$ cat config.mk
export PLATFORM = sky130hd
export DESIGN_NAME = mcab_level_ctx
export DESIGN_NICKNAME = d
export VERILOG_FILES = /design/src/hdl/mcab_pkg.sv /design/src/hdl/mcab_level_ctx.sv
export SDC_FILE = /design/constraint.sdc
export NUM_CORES = 1
export LEC_CHECK = 0
export BUFFER_PORTS_ARGS = -buffer_cell sky130_fd_sc_hd__buf_2
export CAP_MARGIN = 10
export CORE_ASPECT_RATIO = 0.9
export CORE_MARGIN = 2
export CORE_UTILIZATION = 59
export DETAILED_ROUTE_END_ITERATION = 7
export MAX_ROUTING_LAYER = met4
export PLACE_DENSITY = 0.79
export SLEW_MARGIN = 20
export SYNTH_ARGS = -nofsm -noshare
export SYNTH_HDL_FRONTEND = slang
export SYNTH_SLANG_ARGS = --single-unit
$ cat constraint.sdc
create_clock -name clk_i -period 3 [get_ports clk_i]
set_input_delay 0.6 -clock clk_i [delete_from_list [all_inputs] [get_ports clk_i]]
set_output_delay 0.6 -clock clk_i [all_outputs]
set_load 0.02 [all_outputs]
$ cat src/hdl/mcab_pkg.sv
// Shared types, constants and pixel functions for the mip chain blend reducer.
// Used by mcab_level_ctx and mip_chain_alpha_blend_reducer. No dependencies.
`default_nettype none

package mcab_pkg;

  localparam int MAX_DIM_LOG2 = 10;
  localparam int MIP_LEVELS   = 5;
  localparam int SRC_LEVELS   = MIP_LEVELS - 1;

  localparam int DIM_W   = MAX_DIM_LOG2;            // column / row counter width
  localparam int DIM1_W  = DIM_W + 1;
  localparam int POS_W   = DIM_W - 1;               // position in produced level
  localparam int LG_W    = 4;                       // dimension register width
  localparam int LVL_W   = (SRC_LEVELS > 1) ? $clog2(SRC_LEVELS) : 1;
  localparam int OLVL_W  = 3;                       // mip_level field width
  localparam int PIX_W   = 32;
  localparam int PACK_W  = 25;

  localparam int STORE_DEPTH = 1 << MAX_DIM_LOG2;
  localparam int ADDR_W      = MAX_DIM_LOG2;

  localparam logic [LVL_W-1:0]  LVL_LAST  = LVL_W'(SRC_LEVELS - 1);
  localparam logic [PIX_W-1:0]  ALPHA_ON  = 32'hff00_0000;
  localparam logic [PIX_W-1:0]  RGB_MASK  = 32'h00ff_ffff;
  localparam logic [8:0]        ALPHA_MIN = 9'd255;

  // config register indexes
  typedef enum logic [1:0] {
    CFG_WIDTH_LOG2,
    CFG_HEIGHT_LOG2,
    CFG_GEN_ENABLE
  } cfg_reg_e;

  typedef enum logic [1:0] {
    MIX_AVG,
    MIX_FIRST,
    MIX_SECOND
  } mix_e;

  // per-level counter/hold update request from the step stage
  typedef struct packed {
    logic adv;   // advance the level's column/row counters
    logic keep;  // capture the texel as the level's even-column hold
  } step_t;

  // per-level context seen by the step stage
  typedef struct packed {
    logic [DIM_W-1:0] col;
    logic [DIM_W-1:0] row;
    logic [PIX_W-1:0] left;
    logic             nxt_odd;  // next level sits at odd column and odd row
  } ctx_t;

  function automatic logic [PIX_W-1:0] crisp_pair(input logic [PIX_W-1:0] c0,
                                                  input logic [PIX_W-1:0] c1);
    logic [8:0]       asum;
    mix_e             mode;
    logic [7:0]       x0;
    logic [7:0]       x1;
    logic [8:0]       avg;
    logic [15:0]      wsum;
    logic [PIX_W-1:0] res;
    asum = {1'b0, c0[31:24]} + {1'b0, c1[31:24]};
    res  = '0;
    if (asum < ALPHA_MIN) begin
      mode = MIX_AVG;
    end else if (c0[31:24] > c1[31:24]) begin
      mode = MIX_FIRST;
    end else begin
      mode = MIX_SECOND;
    end
    for (int k = 0; k < 3; k++) begin
      x0   = c0[8*k +: 8];
      x1   = c1[8*k +: 8];
      avg  = {1'b0, x0} + {1'b0, x1};
      wsum = '0;
      case (mode)
        MIX_AVG: begin
          res[8*k +: 8] = avg[8:1];
        end
        MIX_FIRST: begin
          wsum = {x0, 8'd0} - {8'd0, x0} + {8'd0, x1};
          res[8*k +: 8] = wsum[15:8];
        end
        MIX_SECOND: begin
          wsum = {x1, 8'd0} - {8'd0, x1} + {8'd0, x0};
          res[8*k +: 8] = wsum[15:8];
        end
        default: begin
          res[8*k +: 8] = avg[8:1];
        end
      endcase
    end
    if (mode != MIX_AVG) begin
      res = res | ALPHA_ON;
    end
    return res;
  endfunction

  function automatic logic [PACK_W-1:0] pack25(input logic [PIX_W-1:0] c);
    return {(c[31:24] != 8'd0), c[23:0]};
  endfunction

  function automatic logic [PIX_W-1:0] unpack25(input logic [PACK_W-1:0] p);
    return ({8'd0, p[23:0]} & RGB_MASK) | (p[24] ? ALPHA_ON : '0);
  endfunction

  // line store region of produced level lvl+1, offset by column pair
  function automatic logic [ADDR_W-1:0] store_index(input logic [LVL_W-1:0] lvl,
                                                    input logic [POS_W-1:0] xo);
    logic [ADDR_W:0] depth_v;
    logic [ADDR_W:0] base;
    logic [ADDR_W:0] size;
    logic [ADDR_W:0] mask;
    depth_v = (ADDR_W+1)'(STORE_DEPTH);
    base    = depth_v - (depth_v >> lvl);
    size    = (depth_v >> lvl) >> 1;
    mask    = (size == '0) ? '0 : size - 1'b1;
    return ADDR_W'(base + ({2'b00, xo} & mask));
  endfunction

  // level dimension minus one, dimension saturated at MAX_DIM_LOG2
  function automatic logic [DIM_W-1:0] dim_mask(input logic [LG_W-1:0] lg,
                                                input logic [LVL_W-1:0] lvl);
    logic [LG_W-1:0]   l;
    logic [DIM1_W-1:0] one;
    l = (lg > LG_W'(MAX_DIM_LOG2)) ? LG_W'(MAX_DIM_LOG2) : lg;
    if (l >= LG_W'(lvl)) begin
      one = DIM1_W'(1) << (l - LG_W'(lvl));
    end else begin
      one = DIM1_W'(1);
    end
    return DIM_W'(one - 1'b1);
  endfunction

endpackage

`default_nettype wire

$ cat src/hdl/mcab_level_ctx.sv
// Per-source-level column/row counters and even-column texel holds.
// Depends on mcab_pkg.
`default_nettype none

module mcab_level_ctx (
  input  logic                         clk_i,
  input  logic                         rst_ni,
  input  logic                         clr_i,
  input  logic [mcab_pkg::LG_W-1:0]    width_log2_i,
  input  logic [mcab_pkg::LG_W-1:0]    height_log2_i,
  input  logic [mcab_pkg::LVL_W-1:0]   lvl_i,
  input  mcab_pkg::step_t              step_i,
  input  logic [mcab_pkg::PIX_W-1:0]   texel_i,
  output mcab_pkg::ctx_t               ctx_o
);

  logic [mcab_pkg::DIM_W-1:0] col_q  [mcab_pkg::SRC_LEVELS];
  logic [mcab_pkg::DIM_W-1:0] row_q  [mcab_pkg::SRC_LEVELS];
  logic [mcab_pkg::PIX_W-1:0] left_q [mcab_pkg::SRC_LEVELS];
  logic [mcab_pkg::SRC_LEVELS-1:0] odd_vec;

  logic [mcab_pkg::DIM_W-1:0] cur_x;
  logic [mcab_pkg::DIM_W-1:0] cur_y;
  logic [mcab_pkg::DIM_W-1:0] col_d;
  logic [mcab_pkg::DIM_W-1:0] row_d;
  logic                       x_last;
  logic                       y_last;

  assign cur_x  = col_q[lvl_i];
  assign cur_y  = row_q[lvl_i];
  assign x_last = cur_x >= mcab_pkg::dim_mask(width_log2_i, lvl_i);
  assign y_last = cur_y >= mcab_pkg::dim_mask(height_log2_i, lvl_i);

  always_comb begin
    col_d = cur_x + 1'b1;
    row_d = cur_y;
    if (x_last) begin
      col_d = '0;
      row_d = y_last ? '0 : cur_y + 1'b1;
    end
  end

  always_comb begin
    for (int k = 0; k < mcab_pkg::SRC_LEVELS; k++) begin
      odd_vec[k] = col_q[k][0] & row_q[k][0];
    end
  end

  always_ff @(posedge clk_i or negedge rst_ni) begin
    if (!rst_ni) begin
      for (int k = 0; k < mcab_pkg::SRC_LEVELS; k++) begin
        col_q[k] <= '0;
        row_q[k] <= '0;
      end
    end else if (clr_i) begin
      for (int k = 0; k < mcab_pkg::SRC_LEVELS; k++) begin
        col_q[k] <= '0;
        row_q[k] <= '0;
      end
    end else if (step_i.adv) begin
      for (int k = 0; k < mcab_pkg::SRC_LEVELS; k++) begin
        if (lvl_i == mcab_pkg::LVL_W'(k)) begin
          col_q[k] <= col_d;
          row_q[k] <= row_d;
        end
      end
    end
  end

  always_ff @(posedge clk_i) begin
    for (int k = 0; k < mcab_pkg::SRC_LEVELS; k++) begin
      if (step_i.keep && lvl_i == mcab_pkg::LVL_W'(k)) begin
        left_q[k] <= texel_i;
      end
    end
  end

  always_comb begin
    ctx_o.col     = cur_x;
    ctx_o.row     = cur_y;
    ctx_o.left    = left_q[lvl_i];
    ctx_o.nxt_odd = 1'b0;
    if (lvl_i != mcab_pkg::LVL_LAST) begin
      ctx_o.nxt_odd = odd_vec[lvl_i + 1'b1];
    end
  end

endmodule

`default_nettype wire

---- Yosys cells after proc, flatten, opt, wreduce, memory -nomap -nowiden ----
Memory sizes are Yosys's and may differ from the RTL's.
Index checks and enable logic that the tools add are counted.
storage, ports and cells
  logic and storage cells ................. 97
  memories kept ........................... 1
  RAM bits ................................ 128
  flip-flop bits (word level) ............. 80
memories
  name    words  width  rd ports  clocked after memory_dff  write ports  RTL line              RTL
  left_q  4      32     1         0                         1            mcab_level_ctx.sv:19  logic [mcab_pkg::PIX_W-1:0] left_q [mcab_pkg::SRC_LEVELS];
operators by class
  order comparisons ....................... 8
  bitwise logic cells ..................... 5
  muxes and demuxes ....................... 45
  shift-type cells ........................ 2
  reduce and logical (&&, ||, !) cells .... 17
  add/sub/neg operators ................... 7
  eq/ne operators ......................... 4
operator list
  cell                                                         count
  2-to-1 mux 10 bit                                            17
  2-to-1 mux 40 bit                                            4
  2-to-1 mux 32 bit                                            3
  OR reduction 32 bit                                          3
  binary-select mux 10 bit (select 2 bit)                      2
  adder 10 x 1 -> 10 bit (second input constant)               2
  greater-or-equal comparator 10 bit                           2
  << shifter 1 x 4 -> 10 bit (first input constant)            2
  subtractor 10 x 1 -> 10 bit (second input constant)          2
  2-to-1 mux 1 bit                                             13
  nonzero test 2 bit                                           5
  greater-or-equal comparator 4 x 2 -> 1 bit                   2
  > comparator 4 bit (second input constant)                   2
  2-to-1 mux 4 bit                                             2
  AND reduction 2 bit                                          4
  subtractor 4 x 2 -> 4 bit                                    2
  2-to-1 mux 2 bit                                             3
  AND 1 bit                                                    4
  == test 2 bit (second input constant)                        2
  logical AND 1 bit                                            4
  greater-or-equal comparator 3 bit (second input constant)    1
  less-than comparator 2 x 3 -> 1 bit (second input constant)  1
  inverter 2 -> 3 bit                                          1
  adder 2 x 1 -> 2 bit (second input constant)                 1
  4 further kinds                                              4

---- Logic depth before layout (Yosys ltp) ----
  word-level depth ........................ 12
  gate-level depth with buffers ........... 27

---- Worst setup path before layout ----
No wires, ideal clock.
  path type ............................... input to register
  start point ............................. in lvl_i[1] (netlist name)
  end point ............................... reg row_q[21] (netlist name)
  required time ........................... 2858 ps
  setup slack ............................. -2587 ps
  arrival ................................. 5445 ps
  stages on the path ...................... 27
  path through ............................ buf_4 -> buf_4 -> buf_4 -> clkbuf_1 -> inv_1 -> ha_1 -> a21oi_1 -> mux2i_1 -> clkbuf_1 -> and2_1 -> a31oi_1 -> ha_1 -> clkbuf_1 -> nor2b_1 -> nand3_1 -> a21oi_1 -> a21oi_1 -> a2bb2oi_1 -> ha_1 -> nand3_1 -> o221a_1 -> o31ai_1 -> a221oi_2 -> buf_4 -> and3b_1 -> a31oi_1 -> mux2i_1
between the ends
  cells in the longest elaborated chain, start to end .. 10
  elaborated cells on any way between the ends .. 28
  those cells by class .................... add/sub: 5; order compare: 4; eq/ne: 1; shift: 2; mux: 13; bitwise: 1; reduce/logical: 2
ends and longest elaborated chain
  element                                                                                       RTL line                                                     RTL
  start, declared                                                                               mcab_level_ctx.sv:11                                         input logic [mcab_pkg::LVL_W-1:0] lvl_i,
  subtractor 4 x 2 -> 4 bit / inverter 2 -> 3 bit (equally long branches)                       mcab_pkg.sv:130, mcab_level_ctx.sv:29, mcab_level_ctx.sv:30
  << shifter 1 x 4 -> 10 bit / binary-select mux 10 bit (select 2 bit) (equally long branches)  mcab_pkg.sv:130, mcab_level_ctx.sv:30
  2-to-1 mux 10 bit, on equally long branches                                                   mcab_pkg.sv:129, mcab_level_ctx.sv:30
  subtractor 10 x 1 -> 10 bit / 2-to-1 mux 10 bit (equally long branches)                       mcab_pkg.sv:134, mcab_level_ctx.sv:30
  greater-or-equal comparator 10 bit / adder 10 x 1 -> 10 bit (equally long branches)           mcab_level_ctx.sv:32, mcab_level_ctx.sv:39
  2-to-1 mux 10 bit                                                                             mcab_level_ctx.sv:39                                         row_d = y_last ? '0 : cur_y + 1'b1;
  2-to-1 mux 10 bit                                                                             mcab_level_ctx.sv:37                                         if (x_last) begin
  2-to-1 mux 10 bit                                                                             mcab_level_ctx.sv:62                                         if (lvl_i == mcab_pkg::LVL_W'(k)) begin
  2-to-1 mux 40 bit                                                                             mcab_level_ctx.sv:60                                         end else if (step_i.adv) begin
  2-to-1 mux 40 bit                                                                             mcab_level_ctx.sv:55                                         end else if (clr_i) begin
  end signal, assigned by index                                                                 mcab_level_ctx.sv:64                                         row_q[k] <= row_d;
  end, declared                                                                                 mcab_level_ctx.sv:18                                         logic [mcab_pkg::DIM_W-1:0] row_q [mcab_pkg::SRC_LEVELS];
Parallel ways exist; a longest one is shown, timed or not. The select of a mux whose other input is x is not followed.
A chain may end at the register's enable or synchronous reset.

---- Worst setup path after layout ----
  start point ............................. in width_log2_i[1] (netlist name)
  end point ............................... reg col_q[13] (netlist name)
between the ends
  cells in the longest elaborated chain, start to end .. 11
  elaborated cells on any way between the ends .. 12
  those cells by class .................... add/sub: 2; order compare: 3; shift: 1; mux: 6
ends and longest elaborated chain
  element                               RTL line              RTL
  start, declared                       mcab_level_ctx.sv:9   input logic [mcab_pkg::LG_W-1:0] width_log2_i,
  > comparator 4 bit                    mcab_pkg.sv:128       l = (lg > LG_W'(MAX_DIM_LOG2)) ? LG_W'(MAX_DIM_LOG2) : lg;
  2-to-1 mux 4 bit *                    mcab_pkg.sv:128
  subtractor 4 x 2 -> 4 bit             mcab_pkg.sv:130       one = DIM1_W'(1) << (l - LG_W'(lvl));
  << shifter 1 x 4 -> 10 bit            mcab_pkg.sv:130
  2-to-1 mux 10 bit *                   mcab_pkg.sv:129       if (l >= LG_W'(lvl)) begin
  subtractor 10 x 1 -> 10 bit *         mcab_pkg.sv:134       return DIM_W'(one - 1'b1);
  greater-or-equal comparator 10 bit *  mcab_level_ctx.sv:31  assign x_last = cur_x >= mcab_pkg::dim_mask(width_log2_i, lvl_i);
  2-to-1 mux 10 bit *                   mcab_level_ctx.sv:37
  2-to-1 mux 10 bit *                   mcab_level_ctx.sv:62
  2-to-1 mux 40 bit *                   mcab_level_ctx.sv:60
  2-to-1 mux 40 bit *                   mcab_level_ctx.sv:55
  end signal, assigned by index         mcab_level_ctx.sv:63  col_q[k] <= col_d;
  end, declared                         mcab_level_ctx.sv:17  logic [mcab_pkg::DIM_W-1:0] col_q [mcab_pkg::SRC_LEVELS];
Every way passes the cells marked *; elsewhere a longest branch is shown, timed or not. The select of a mux whose other input is x is not followed.

==> results.json <==
{
  "drv_cap": 0,
  "wl_per_cell_um": 24.9,
  "finalCoreUtilization": 0.799,
  "r2r_start": "col_q[5]$_DFFE_PN0P_",
  "rows": 44,
  "netlist.area_leader.share": 0.393,
  "r2r-end": "col_q[13]$_DFFE_PN0P_",
  "die_w_um": 140,
  "htree_levels": 1,
  "port_buffers": 99,
  "status": "complete, but fails checks",
  "yosysMostFrequentCell": "edfxtp_1",
  "placedInstanceArea_mm2": 0.0113,
  "synth_cell_types": 53,
  "synthCells": 722,
  "dp_hpwl_um": 15800,
  "synth.net_count": 804,
  "antenna_left": 0,
  "crit_arrival_ps": 4680,
  "skew_ps": 10.8,
  "grt.overflow.total": 0,
  "synth_seq_area_share": 0.598,
  "wl_um": 28800,
  "grt_pass1_vias": 7814,
  "fp.dieH_um": 126,
  "setup-violations-final": 80,
  "drt_iter0_drc": 1023,
  "leakagePower_nw": 5.20,
  "power_density_mw_per_mm2": 534,
  "grt_busiest_layer": "met2",
  "synth-edff-count": 128,
  "reg2reg_slack_ps": -260,
  "hold_viol": 0,
  "ys_seq_elements": 208,
  "grt_pass1_wl_um": 42200,
  "fill_cells": 801,
  "slew_viol_final": 0,
  "detail_route.first_pass.iterations": 6,
  "cts_made_buffers": 23,
  "period_share": 1.42,
  "hold_buffers": 0,
  "r2r_cells": 12,
  "period_needed_ps": 4260,
  "dp_slack_ps": -1710,
  "cp.required_ps": 3410,
  "core_mm2": 0.0162,
  "grt_use_total": 0.318,
  "stdcell_count": 1159,
  "clk_pin_slew_ps": 70,
  "critPathLaunchType": "input port",
  "drive_gt1_frac": 0.456,
  "vias_per_cell": 6.54,
  "max_freq_mhz": 235,
  "gp_congestion": 0.876,
  "dr_total_vias": 7578,
  "grtUsageMet1": 0.403,
  "synth_area_leader_cell": "edfxtp_1",
  "synth_area_leaders": "edfxtp_1 (39%), dfrtp_1 (20%), mux4_2 (12%)",
  "drc": 0,
  "clock_sinks": 208,
  "area_growth_pct": 32.4,
  "crit_path_end_kind": "register",
  "grt_max_degree": 48,
  "worstPathMaxFanout": 6,
  "clock_path_buffers": 3,
  "violations": "negative setup slack",
  "hold_path_class": "input port to asynchronous set/reset pin",
  "critPathKind": "input port to register",
  "grt_setup_unrepaired": "true",
  "fin_ws_ps": -1260,
  "syn_area_mm2": 0.00978,
  "placedCellCount": 1097,
  "synth_common_cells": "edfxtp_1 (128), nand2_1 (99), dfrtp_1 (80), mux4_2 (52), o21ai_0 (52)",
  "io_pins": 100,
  "relSlewSlack": 0.401,
  "start_util": 0.604,
  "nets": 1015,
  "yosysWarnings": 0,
  "grt_use_met3": 0.0673,
  "fp.dieArea_mm2": 0.0176,
  "async_reset_ff_frac": 0.385,
  "clk_latency_ps": 510,
  "grt_use_met2": 0.517,
  "finalPower_w": 0.00691,
  "worst_pin_slew_ps": 895,
  "synthFlopType": "edfxtp_1",
  "synth.avg_cell_area_um2": 13.5,
  "fin_area_mm2": 0.0129,
  "ir_drop_v": 0.000575,
  "cts_tree": "yes",
  "antenna_found_initial": 1,
  "cts-root-buf": "clkbuf_16"
}
## report_power, final
group	switching [W]	internal, W
registers	0.0000309	0.00315
clock network	0.00113	0.00162
logic	0.000557	0.000429
## how the worst max path moves through the flow
| stage | from | to | slack [ps] | cells past startpoint |
|---|---|---|---|---|
| 3_5_place_dp | width_log2_i[2] | row_q[15]$_DFFE_PN0P_ | -1710 | 21 |
| 3_3_place_gp | width_log2_i[2] | row_q[26]$_DFFE_PN0P_ | -1590 | 23 |
| 4_1_cts | width_log2_i[2] | row_q[21]$_DFFE_PN0P_ | -1080 | 24 |
| 6_report | width_log2_i[1] | col_q[13]$_DFFE_PN0P_ | -1260 | 23 |
| 2_1_floorplan | lvl_i[1] | row_q[21]$_DFFE_PN0P_ | -1780 | 27 |
| 5_1_grt | width_log2_i[1] | row_q[6]$_DFFE_PN0P_ | -1310 | 23 |
## cell usage in the layout (no fill, tap or decap), types with 9 or more instances in the layout
master,netlist,layout
edfxtp_1,128,128
buf_4,5,108
buf_2,5,96
nand2_1,99,91
dfrtp_1,80,80
mux4_2,52,52
nand3_1,45,39
o21ai_2,0,33
ha_1,33,28
a21oi_1,38,24
clkbuf_16,0,23
inv_1,19,17
xnor2_1,19,12
a21oi_2,0,12
o21ai_1,6,12
buf_6,1,11
o21ai_0,52,10
and2_1,14,10
nor2_1,11,9
## repair_timing
action                                  4_1_cts  5_1_grt
endpoints found under the setup margin      106      106
cloned                                        2        0
pin swaps                                    44       45
setup buffers                                10       11
resized for setup                           114       70
## cells by family after synthesis
logic type	after synthesis	synth area share
multiplexers	62	0.130
flip-flops	208	0.598
AO/OA/AOI/OAI	132	0.0784
AND/OR/NAND/NOR	206	0.102
buffers and inverters	59	0.0271
XOR/XNOR	20	0.0179
adder cells (fa/ha/maj)	35	0.0463
## critical path, stage by stage
cell      delay, ps
buf_6            90
o21ai_2         110
nand2_1         100
ha_4            190
fa_2            380
xnor2_2         150
and2_4          170
a31oi_4         220
ha_4            200
mux2_4          320
nor2_4          140
a21oi_4          60
ha_4            160
a21oi_1         190
o221a_4         230
o31ai_4          70
a221oi_4        350
buf_4           180
buf_8           120
buf_6           140
and2_4          170
nand2_1         110
a21oi_2         200
## metal layers
metal	wire [um]	vias up	part of all wire
li1	-	3153	-
met1	10500	3744	0.36
met2	14200	537	0.49
met3	2800	144	0.097
met4	1330	0	0.046
met5	0	-	0
## metrics by stage
step                      TNS [ps]  hold WS, ps
after detailed placement   -136980          468
after floorplan            -134000          304
final                       -90460          193
after CTS                   -78040          182
after global routing        -97110          243
after global placement     -126870          457
## registers in the layout, summed over array words and instances (netlist names)
name / cells
col_q: 40
left_q: 128
row_q: 40
## cell type report
class | count | area [um^2] | share of cell area
sequential | 208 | 5850 | 0.452
clock inverter | 13 | 126 | 0.00977
antenna | 2 | 5.00 | 0.000387
multi-input combinational | 455 | 4430 | 0.342
timing repair buffer | 224 | 1580 | 0.122
tap | 207 | 259 | 0.0200
clock buffer | 29 | 608 | 0.0470
inverter | 21 | 86.3 | 0.00667
(Power assumes the default switching activity.)
